## src/rtl/fmprc_pkg.sv

```systemverilog
// ----------------------------------------------------------------------------
// fmprc_pkg: shared types and constants
// Codes, flag layout and controller/datapath signal groups of the classifier.
// ----------------------------------------------------------------------------
`timescale 1ns / 1ps

package fmprc_pkg;

  localparam int unsigned NOBJ = 6;

  localparam logic [31:0] ALL_ONES = 32'hffff_ffff;

  localparam logic FUNC_CLASSIFY = 1'b0;
  localparam logic FUNC_WRITE    = 1'b1;

  localparam logic [2:0] TGT_ACTION = 3'd6;

  localparam logic [3:0] WSEL_TYPE  = 4'd0;
  localparam logic [3:0] WSEL_MASK  = 4'd1;
  localparam logic [3:0] WSEL_VAL0  = 4'd2;
  localparam logic [3:0] WSEL_FLAGS = 4'd0;
  localparam logic [3:0] WSEL_MAC   = 4'd1;

  localparam logic [7:0] PROTO_TCP = 8'd6;
  localparam logic [7:0] PROTO_UDP = 8'd17;

  localparam int unsigned FL_VALID = 0;
  localparam int unsigned FL_FWD   = 1;
  localparam int unsigned FL_RW    = 2;
  localparam int unsigned FL_INV   = 3;

  typedef enum logic [2:0] {
    OT_ANY    = 3'd0,
    OT_SINGLE = 3'd1,
    OT_PREFIX = 3'd2,
    OT_RANGE  = 3'd3,
    OT_GROUP  = 3'd4
  } obj_type_e;

  typedef struct packed {
    logic clear;
    logic wr;
    logic start;
    logic scan;
  } cmd_t;

  typedef struct packed {
    logic clear_done;
    logic hit;
    logic miss;
  } sts_t;

endpackage

```

## src/rtl/fmprc_ctrl.sv

```systemverilog
// ----------------------------------------------------------------------------
// fmprc_ctrl: classifier controller
// Sequences the flag clear, rule writes, the slot scan and result hand-off.
// ----------------------------------------------------------------------------
`timescale 1ns / 1ps

module fmprc_ctrl (
  input  logic               clk_i,
  input  logic               rst_ni,
  input  logic               in_valid_i,
  input  logic               in_func_i,
  output logic               in_ready_o,
  output logic               out_valid_o,
  input  logic               out_ready_i,
  output fmprc_pkg::cmd_t    cmd_o,
  input  fmprc_pkg::sts_t    sts_i
);
  import fmprc_pkg::*;

  typedef enum logic [4:0] {
    ST_CLEAR = 5'b00001,
    ST_IDLE  = 5'b00010,
    ST_SCAN  = 5'b00100,
    ST_MAC   = 5'b01000,
    ST_OUT   = 5'b10000
  } state_e;

  state_e state_q, state_d;

  always_comb begin
    state_d = state_q;
    unique case (state_q)
      ST_CLEAR: if (sts_i.clear_done) state_d = ST_IDLE;
      ST_IDLE: begin
        if (in_valid_i && in_func_i == FUNC_CLASSIFY) state_d = ST_SCAN;
      end
      ST_SCAN: begin
        if (sts_i.hit) state_d = ST_MAC;
        else if (sts_i.miss) state_d = ST_OUT;
      end
      ST_MAC:  state_d = ST_OUT;
      ST_OUT:  if (out_ready_i) state_d = ST_IDLE;
      default: state_d = ST_CLEAR;
    endcase
  end

  always_ff @(posedge clk_i or negedge rst_ni) begin
    if (!rst_ni) state_q <= ST_CLEAR;
    else state_q <= state_d;
  end

  assign in_ready_o  = (state_q == ST_IDLE);
  assign out_valid_o = (state_q == ST_OUT);

  assign cmd_o.clear = (state_q == ST_CLEAR);
  assign cmd_o.wr    = in_ready_o && in_valid_i && (in_func_i == FUNC_WRITE);
  assign cmd_o.start = in_ready_o && in_valid_i && (in_func_i == FUNC_CLASSIFY);
  assign cmd_o.scan  = (state_q == ST_SCAN);

`ifndef ASSERT_OFF
  a_no_overlap: assert property (@(posedge clk_i) disable iff (!rst_ni)
    !(in_ready_o && out_valid_o)) else $error("ready and result valid together");
  a_hit_in_scan: assert property (@(posedge clk_i) disable iff (!rst_ni)
    (sts_i.hit || sts_i.miss) |-> state_q == ST_SCAN) else $error("scan status outside scan");
  a_hit_to_mac: assert property (@(posedge clk_i) disable iff (!rst_ni)
    sts_i.hit |=> state_q == ST_MAC) else $error("hit did not fetch mac");
  a_start_scan: assert property (@(posedge clk_i) disable iff (!rst_ni)
    cmd_o.start |=> state_q == ST_SCAN) else $error("classify did not start scan");
`endif

endmodule

```

## config.mk

```make
export PLATFORM = sky130hd
export DESIGN_NAME = fmprc_ctrl
export DESIGN_NICKNAME = d
export VERILOG_FILES = /design/src/rtl/fmprc_pkg.sv /design/src/rtl/fmprc_ctrl.sv
export SDC_FILE = /design/constraint.sdc
export NUM_CORES = 1
export LEC_CHECK = 0
export ABC_AREA = 0
export BUFFER_PORTS_ARGS = -buffer_cell sky130_fd_sc_hd__buf_2
export CAP_MARGIN = 5
export CORE_AREA = 2 2 39 41
export DETAILED_ROUTE_END_ITERATION = 7
export DIE_AREA = 0 0 41 43
export GPL_TIMING_DRIVEN = 0
export PLACE_DENSITY = 0.57
export SYNTH_ARGS = -nofsm -noshare
export SYNTH_HDL_FRONTEND = slang
export SYNTH_SLANG_ARGS = --single-unit
```

## constraint.sdc

```tcl
create_clock -name clk_i -period 2.15 [get_ports clk_i]
set_clock_uncertainty 0.05 [all_clocks]
set_input_delay 0.215 -clock clk_i [delete_from_list [all_inputs] [get_ports clk_i]]
set_output_delay 0.215 -clock clk_i [all_outputs]
set_load 0.02 [all_outputs]
```

==> flow_metrics.env, run 1 <==
export IMPL_num_rows=14
export IMPL_worstPathMaxFanout=7
export IMPL_finalCoreUtilization_pct=34.0
export IMPL_area_delta_synth_final_pct=34.8
export IMPL_ctsResizeCount=0
export IMPL_worstSetupEndpointType="primary output"
export IMPL_fp_dieW_um=41
export IMPL_final_area_um2=470
export IMPL_fill_cells=151
export IMPL_place_area_um2=434
export IMPL_antenna_left=0
export IMPL_crit_path_start_kind="flop"
export IMPL_hold_worst_slack_ps=174
export IMPL_first_global_vias=300
export IMPL_firstDrtPassIters=2
export IMPL_antenna_cells=0
export IMPL_drc=0
export IMPL_layout_common_cells="13 x buf_2, 5 x nor2_1, 4 x dfrtp_1, 3 x nand2b_1, 3 x clkbuf_4"
export IMPL_powerDensity_nw_per_um2=872
export IMPL_grt_usage_pct=10.9
export IMPL_crit_chain="or2_1 -> buf_6 -> or3_4 -> clkinv_2 -> and3_1 -> buf_2"
export IMPL_largest_reg_flops=5
export IMPL_antenna_found_initial=0
export IMPL_syn_nets=45
export IMPL_drive_gt1_share_pct=38.2
export IMPL_cts_root_buf="clkbuf_4"
export IMPL_min_period_ps=2040
export IMPL_reg_top3="state_q x5"
export IMPL_critPathKind="flop to primary output"
export IMPL_die_area_um2=1760
export IMPL_multi_input_area_um2=203
export IMPL_grt_use_met3_pct=3.14
export IMPL_synth_distinct_cells=24
export IMPL_met2_usage_pct=12.5
export IMPL_cts_max_level=1
export IMPL_final_common_cell="buf_2"
export IMPL_rsz0062_at_grt="false"
export IMPL_relSlewSlack_pct=63.2
export IMPL_cts_setup_buffers=0
export IMPL_numClockSinks=5
export IMPL_worst_path_max_delay_cell="dfrtp_1"
export IMPL_p_leak_nw=0.222
export IMPL_core_area_um2=1380
export IMPL_max_flop_register="state_q"
export IMPL_regArea_um2=126
export IMPL_postSynthCellCount=37
export IMPL_hold_viol_final=0
export IMPL_clk_pin_slew_worst_paths_ps=40
export IMPL_status="completed"
export IMPL_maxCapViolCount=0
export IMPL_netlist_area_um2=349
export IMPL_grt_overflow=0
export IMPL_cts_buffers_inserted=3
export IMPL_fin_crit_sh_pct=94.7
export IMPL_setup_tns_ps=0
export IMPL_worst_pin_slew_ps=547
export IMPL_syn_avg_cell_area_um2=9.43
export IMPL_final_nets=64
export IMPL_grt_most_used_layer="met1"
export IMPL_grt_max_degree=11
export IMPL_die_height_um=43
export IMPL_holdBufCountCts=1
export IMPL_grt_first_pass_wirelength_um=1230
export IMPL_cts_tree="done"
export IMPL_min_path_type="primary input to flop"
export IMPL_ff2ff_setup_slack_ps=670
export IMPL_grt_util_met1_pct=15.5
export IMPL_start_util_pct=25.2
export IMPL_drt_total_wl_um=701
export IMPL_max_stage_delay_ps=390
export IMPL_routed_via_density=4.62
export IMPL_clk_latency_ps=240
export IMPL_setup_violations=0
export IMPL_synth_seq_cells=5
export IMPL_numPortBuffers=13
export IMPL_drt_wirelength_per_cell_um=9.87
export IMPL_globalplace_congestion=0.690
export IMPL_fmax_mhz=491
export IMPL_io_pin_count=14
export IMPL_ir_drop_uv=353
export IMPL_yosysWarnings=0
export IMPL_ys_seq_area_share_pct=36.2
export IMPL_routed_via_count=328
export IMPL_required_ps=1880
export IMPL_final_max_slew_viol_count=0
export IMPL_drtIter0Drc=2
export IMPL_arrival_ps=1770
export IMPL_clockBufferDepth=2
export IMPL_place_detailed_hpwl_um=573
[final timing paths]
check	start	to	cells after the start
min in group asynchronous	rst_ni	state_q[4]	2
max in group asynchronous	rst_ni	state_q[0]	2
min	sts_i[1]	state_q[3]	2
max	state_q[3]	cmd_o[2]	6
min reg2reg	state_q[3]	state_q[0]	3
max reg2reg	state_q[3]	state_q[2]	4
[per-layer routing]
metal,vias up,wire (um)
met3,0,48
li1,170,-
met5,-,0
met2,12,285
met1,146,368
met4,0,0
[through the flow]
stage | total power [mW] | setup slack [ps] | instances
after floorplan | 0.258 | 384 | 37
after global placement | 0.305 | 356 | 66
after detailed placement | 0.305 | 359 | 66
after CTS | 0.416 | 99.1 | 71
after global routing | 0.447 | 16.4 | 71
final | 0.410 | 115 | 71
[final cells by class]
class	count	share of cell area (%)
tap	16	4.26
clock buffer	4	5.59
multi-input combinational	29	43.1
inverter	1	1.06
buffer	2	3.19
timing repair buffer	14	16.0
sequential	5	26.9
[kinds of logic (layout without fill, tap and decap cells)]
| group | Yosys count | count (layout) | share of synthesized area, % |
|---|---|---|---|
| AND/OR/NAND/NOR | 22 | 22 | 38.4 |
| AO/OA/AOI/OAI | 5 | 5 | 14.3 |
| flip-flops | 5 | 5 | 36.2 |
| buffers and inverters | 3 | 21 | 5.73 |
| XOR/XNOR | 1 | 1 | 2.51 |
| multiplexers | 1 | 1 | 2.87 |
[power breakdown]
group / leakage, nW / internal, mW / switching [mW]
registers: 0.0651 / 0.120 / 0.0277
logic: 0.142 / 0.0746 / 0.0835
clock network: 0.0150 / 0.0699 / 0.0349
total: 0.222 / 0.264 / 0.146
[critical path, delay by kind of cell, from the launching register on]
family                 cells  cell delay (ps)
DFF                        1              390
and+or+nand+nor            3              780
buffers and inverters      3              370
[cells in the mapped netlist (all sizes together)]
library cell | instances | area share, %
a211oi | 1 | 2.2
a22o | 1 | 2.5
a2bb2o | 1 | 5.7
and2 | 1 | 1.8
and3 | 1 | 1.8
buf | 1 | 3.2
clkbuf | 1 | 1.1
clkinv | 1 | 1.4
dfrtp | 4 | 29
dfstp | 1 | 7.5
mux2i | 1 | 2.9
nand2 | 2 | 2.2
nand2b | 3 | 5.4
nand3b | 2 | 4.3
nor2 | 5 | 5.4
nor3 | 1 | 1.4
nor3b | 2 | 4.3
nor4 | 1 | 1.8
nor4b | 2 | 5.0
o21ai | 1 | 1.4
o31a | 1 | 2.5
or2 | 1 | 1.8
or3 | 1 | 3.2
xnor2 | 1 | 2.5
(Power assumes the default switching activity.)
==> inputs of run 2 (changes only) <==
--- a/config.mk
+++ b/config.mk
@@ -9,6 +9,7 @@
 export BUFFER_PORTS_ARGS = -buffer_cell sky130_fd_sc_hd__buf_2
 export CAP_MARGIN = 5
 export CORE_AREA = 2 2 39 41
+export CTS_BUF_LIST = sky130_fd_sc_hd__clkbuf_8
 export DETAILED_ROUTE_END_ITERATION = 7
 export DIE_AREA = 0 0 41 43
 export GPL_TIMING_DRIVEN = 0
==> run 2 against run 1 <==
  * Worst hold slack gained 18 ps
  * First-iteration DRC count is the same
  * Worst setup slack gained 17 ps
  * Wire length grew 2.1%
  * Sequential power is essentially flat
  * Clock power grew 57%
  * Clock-buffer cell count shrank 1
  * Via count grew 0.30%
==> flow_metrics.env, run 2 (synthesis gave the netlist of run 1 again) <==
export IMPL_grt_first_pass_wirelength_um=1210
export IMPL_fin_crit_sh_pct=93.9
export IMPL_setup_tns_ps=0
export IMPL_die_height_um=43
export IMPL_final_max_slew_viol_count=0
export IMPL_rsz0062_at_grt="false"
export IMPL_clk_latency_ps=220
export IMPL_cts_max_level=1
export IMPL_status="completed"
export IMPL_fill_cells=150
export IMPL_ctsResizeCount=0
export IMPL_drt_wirelength_per_cell_um=10.1
export IMPL_powerDensity_nw_per_um2=963
export IMPL_ir_drop_uv=441
export IMPL_clk_pin_slew_worst_paths_ps=30
export IMPL_min_period_ps=2020
export IMPL_cts_root_buf="clkbuf_8"
export IMPL_io_pin_count=14
export IMPL_antenna_left=0
export IMPL_maxCapViolCount=0
export IMPL_start_util_pct=25.2
export IMPL_relSlewSlack_pct=63.2
export IMPL_layout_common_cells="13 x buf_2, 5 x nor2_1, 4 x dfrtp_1, 3 x nand2b_1, 3 x clkbuf_8"
export IMPL_grt_max_degree=11
export IMPL_required_ps=1880
export IMPL_cts_setup_buffers=0
export IMPL_critPathKind="flop to primary output"
export IMPL_setup_violations=0
export IMPL_antenna_cells=0
export IMPL_cts_buffers_inserted=3
export IMPL_grt_usage_pct=10.6
export IMPL_ff2ff_setup_slack_ps=670
export IMPL_dp_slack_ps=359
export IMPL_routed_via_count=329
export IMPL_whs_endpoint="state_q[3]"
export IMPL_hold_viol_final=0
export IMPL_antenna_found_initial=0
export IMPL_crit_path_start_kind="flop"
export IMPL_worstPathMaxFanout=7
export IMPL_final_cells=71
export IMPL_power_uw=471
export IMPL_regArea_um2=126
export IMPL_num_rows=14
export IMPL_arrival_ps=1750
export IMPL_numClockSinks=5
export IMPL_area_delta_synth_final_pct=40.1
export IMPL_reg_top3="state_q x5"
export IMPL_rr_worst_depth=4
export IMPL_worst_pin_slew_ps=547
export IMPL_final_common_cell="buf_2"
export IMPL_drt_total_wl_um=716
export IMPL_worst_path_max_delay_cell="dfrtp_1"
export IMPL_final_nets=64
export IMPL_globalplace_congestion=0.690
export IMPL_worst_hold_startpoint="sts_i[1]"
export IMPL_first_global_vias=302
export IMPL_place_inst=66
export IMPL_hold_worst_slack_ps=192
export IMPL_routed_via_density=4.63
export IMPL_r2r_end="state_q[2]"
export IMPL_fin_ws_ps=132
export IMPL_drc=0
export IMPL_fp_dieW_um=41
export IMPL_max_flop_register="state_q"
export IMPL_multi_input_area_um2=203
export IMPL_firstDrtPassIters=2
export IMPL_place_area_um2=434
export IMPL_min_path_type="primary input to flop"
export IMPL_timing_rr_start="state_q[3]"
export IMPL_p_leak_nw=0.234
export IMPL_clockBufferDepth=2
export IMPL_max_stage_delay_ps=390
export IMPL_die_area_um2=1760
export IMPL_drtIter0Drc=2
export IMPL_core_area_um2=1380
export IMPL_hold_depth=2
export IMPL_final_area_um2=489
export IMPL_place_detailed_hpwl_um=573
export IMPL_drive_gt1_share_pct=38.2
export IMPL_fmax_mhz=496
export IMPL_grt_overflow=0
export IMPL_crit_chain="or2_1 -> buf_6 -> or3_4 -> clkinv_2 -> and3_1 -> buf_2"
export IMPL_largest_reg_flops=5
export IMPL_finalCoreUtilization_pct=35.4
export IMPL_cts_tree="done"
export IMPL_numPortBuffers=13
export IMPL_worstSetupEndpointType="primary output"
export IMPL_holdBufCountCts=1
run 2: cell count changes in the layout (fill, tap and decap cells not counted), sizes merged:
cell,change
clkbuf,-1
inv,+1
run 2: layout make-up:
class                   count  area share [%]
multi-input cells          29            41.4
flip-flops and latches      5            25.8
well taps                  16            4.09
clock buffers               3            8.44
inverters                   1            1.02
plain buffers               2            3.07
clock inverters             1           0.767
repair buffers             14            15.3
run 2: where the power goes:
part,switching (mW),total (mW),internal (mW),leakage [nW]
sequential,0.0277,0.148,0.120,0.0651
clock,0.0431,0.165,0.122,0.0269
combinational,0.0836,0.158,0.0746,0.142
run 2: worst max-delay path by stage:
stage,from,to,slack (ps),depth (start not counted)
3_5_place_dp,state_q[3],cmd_o[2],360,6
5_1_grt,state_q[2],cmd_o[2],40,6
2_1_floorplan,state_q[3],cmd_o[2],380,5
6_report,state_q[3],cmd_o[2],130,6
4_1_cts,state_q[3],cmd_o[2],120,6
3_3_place_gp,state_q[3],cmd_o[2],360,6
run 2: critical path: cells and delay by family, from the launching register on:
kind	cells	cell delay, ps
buffers and inverters	3	370
and+or+nand+nor	3	780
DFF	1	390
run 2: routing by layer:
metal  share of wire (%)  GRT usage [%]  vias to the layer above
met5                   0              0                        -
met4                   0           10.0                        0
met2                  40           12.5                       14
li1                    -              -                      170
met1                  52           15.5                      145
met3                 7.3           1.57                        0
==> inputs of run 3 (changes only) <==
--- a/config.mk
+++ b/config.mk
@@ -8,10 +8,10 @@
 export ABC_AREA = 0
 export BUFFER_PORTS_ARGS = -buffer_cell sky130_fd_sc_hd__buf_2
 export CAP_MARGIN = 5
-export CORE_AREA = 2 2 39 41
+export CORE_AREA = 8 8 45 47
 export CTS_BUF_LIST = sky130_fd_sc_hd__clkbuf_8
 export DETAILED_ROUTE_END_ITERATION = 7
-export DIE_AREA = 0 0 41 43
+export DIE_AREA = 0 0 53 55
 export GPL_TIMING_DRIVEN = 0
 export PLACE_DENSITY = 0.57
 export SYNTH_ARGS = -nofsm -noshare
==> run 3 against run 2 <==
  * Via count down 1.2%
  * Die area rose by 65%
  * Critical endpoint unchanged
  * Core utilization unchanged
  * Flip-flop and latch count stayed put
  * Sequential power is essentially flat
  * Worst hold slack improved by 9.4 ps
  * Clock power about the same
==> flow_metrics.env, run 3 (synthesis gave the netlist of run 1 again) <==
export IMPL_power_uw=476
export IMPL_grt_usage_pct=6.74
export IMPL_cts_buffers_inserted=3
export IMPL_cts_max_level=1
export IMPL_clk_pin_slew_worst_paths_ps=30
export IMPL_die_area_um2=2920
export IMPL_place_detailed_hpwl_um=671
export IMPL_clockBufferDepth=2
export IMPL_timing_rr_start="state_q[3]"
export IMPL_worst_pin_slew_ps=517
export IMPL_rr_worst_depth=4
export IMPL_antenna_found_initial=0
export IMPL_required_ps=1880
export IMPL_reg_top3="state_q x5"
export IMPL_grt_max_degree=11
export IMPL_finalCoreUtilization_pct=35.4
export IMPL_num_rows=14
export IMPL_io_pin_count=14
export IMPL_final_nets=64
export IMPL_die_height_um=55
export IMPL_worstSetupEndpointType="primary output"
export IMPL_place_area_um2=434
export IMPL_layout_common_cells="13 x buf_2, 5 x nor2_1, 4 x dfrtp_1, 3 x nand2b_1, 3 x clkbuf_8"
export IMPL_ctsResizeCount=0
export IMPL_final_max_slew_viol_count=0
export IMPL_grt_overflow=0
export IMPL_rsz0062_at_grt="false"
export IMPL_final_area_um2=489
export IMPL_ff2ff_setup_slack_ps=660
export IMPL_fin_ws_ps=115
export IMPL_r2r_end="state_q[2]"
export IMPL_regArea_um2=126
export IMPL_fp_dieW_um=53
export IMPL_min_period_ps=2030
export IMPL_cts_setup_buffers=0
export IMPL_area_delta_synth_final_pct=40.1
export IMPL_worstPathMaxFanout=7
export IMPL_firstDrtPassIters=3
export IMPL_crit_path_start="state_q[3]"
export IMPL_first_global_vias=333
export IMPL_numClockSinks=5
export IMPL_core_area_um2=1380
export IMPL_fmax_mhz=491
export IMPL_ir_drop_uv=536
export IMPL_drive_gt1_share_pct=38.2
export IMPL_routed_via_count=325
export IMPL_antenna_left=0
export IMPL_cts_tree="done"
export IMPL_antenna_cells=0
export IMPL_globalplace_congestion=0.689
export IMPL_hold_depth=2
export IMPL_crit_end="cmd_o[2]"
export IMPL_dp_slack_ps=354
export IMPL_p_leak_nw=0.234
export IMPL_multi_input_area_um2=203
export IMPL_relSlewSlack_pct=65.2
export IMPL_drtIter0Drc=3
export IMPL_final_common_cell="buf_2"
export IMPL_hold_viol_final=0
export IMPL_critPathKind="flop to primary output"
export IMPL_setup_tns_ps=0
export IMPL_drt_total_wl_um=831
export IMPL_place_inst=66
export IMPL_largest_reg_flops=5
export IMPL_holdBufCountCts=1
export IMPL_crit_path_start_kind="flop"
export IMPL_fin_crit_sh_pct=94.6
export IMPL_maxCapViolCount=0
export IMPL_drt_wirelength_per_cell_um=11.7
export IMPL_min_path_type="primary input to flop"
export IMPL_drc=0
export IMPL_max_flop_register="state_q"
export IMPL_cts_root_buf="clkbuf_8"
export IMPL_fill_cells=156
export IMPL_final_cells=71
export IMPL_setup_violations=0
export IMPL_routed_via_density=4.58
export IMPL_status="completed"
export IMPL_arrival_ps=1770
export IMPL_clk_latency_ps=220
export IMPL_start_util_pct=25.2
export IMPL_grt_first_pass_wirelength_um=1370
export IMPL_numPortBuffers=13
export IMPL_powerDensity_nw_per_um2=974
export IMPL_hold_worst_slack_ps=201
-- run 3: worst min path at each step --
stage,startpoint,end,slack [ps]
after global placement,rst_ni,state_q[3],-10
after CTS,sts_i[1],state_q[3],190
after floorplan,rst_ni,state_q[1],-130
after global routing,sts_i[1],state_q[3],230
after detailed placement,rst_ni,state_q[3],-10
final,sts_i[1],state_q[3],200
-- run 3: cell type report --
class	instances	share of cell area, %
clock buffer	3	8.44
timing repair buffer	14	15.3
tap	16	4.09
inverter	1	1.02
clock inverter	1	0.767
buffer	2	3.07
multi-input combinational	29	41.4
sequential	5	25.8
-- run 3: worst max-delay path: stages (launching register included) --
cell,delay (ps)
dfrtp_1,390
or2_1,240
buf_6,130
or3_4,390
clkinv_2,90
and3_1,150
buf_2,150
-- run 3: power by group --
group	internal [mW]	leakage, nW	total (mW)	switching (mW)
registers	0.120	0.0651	0.148	0.0281
clock network	0.122	0.0269	0.166	0.0442
logic	0.0747	0.142	0.162	0.0872
total	0.317	0.234	0.476	0.159
-- run 3: metal layers --
layer / vias up / track usage, % / part of all wire (%)
met3: 0 / 3.48 / 8.7
met5: - / 0 / 0
met1: 143 / 7.82 / 52
li1: 168 / - / -
met2: 14 / 8.01 / 39
met4: 0 / 7.76 / 0
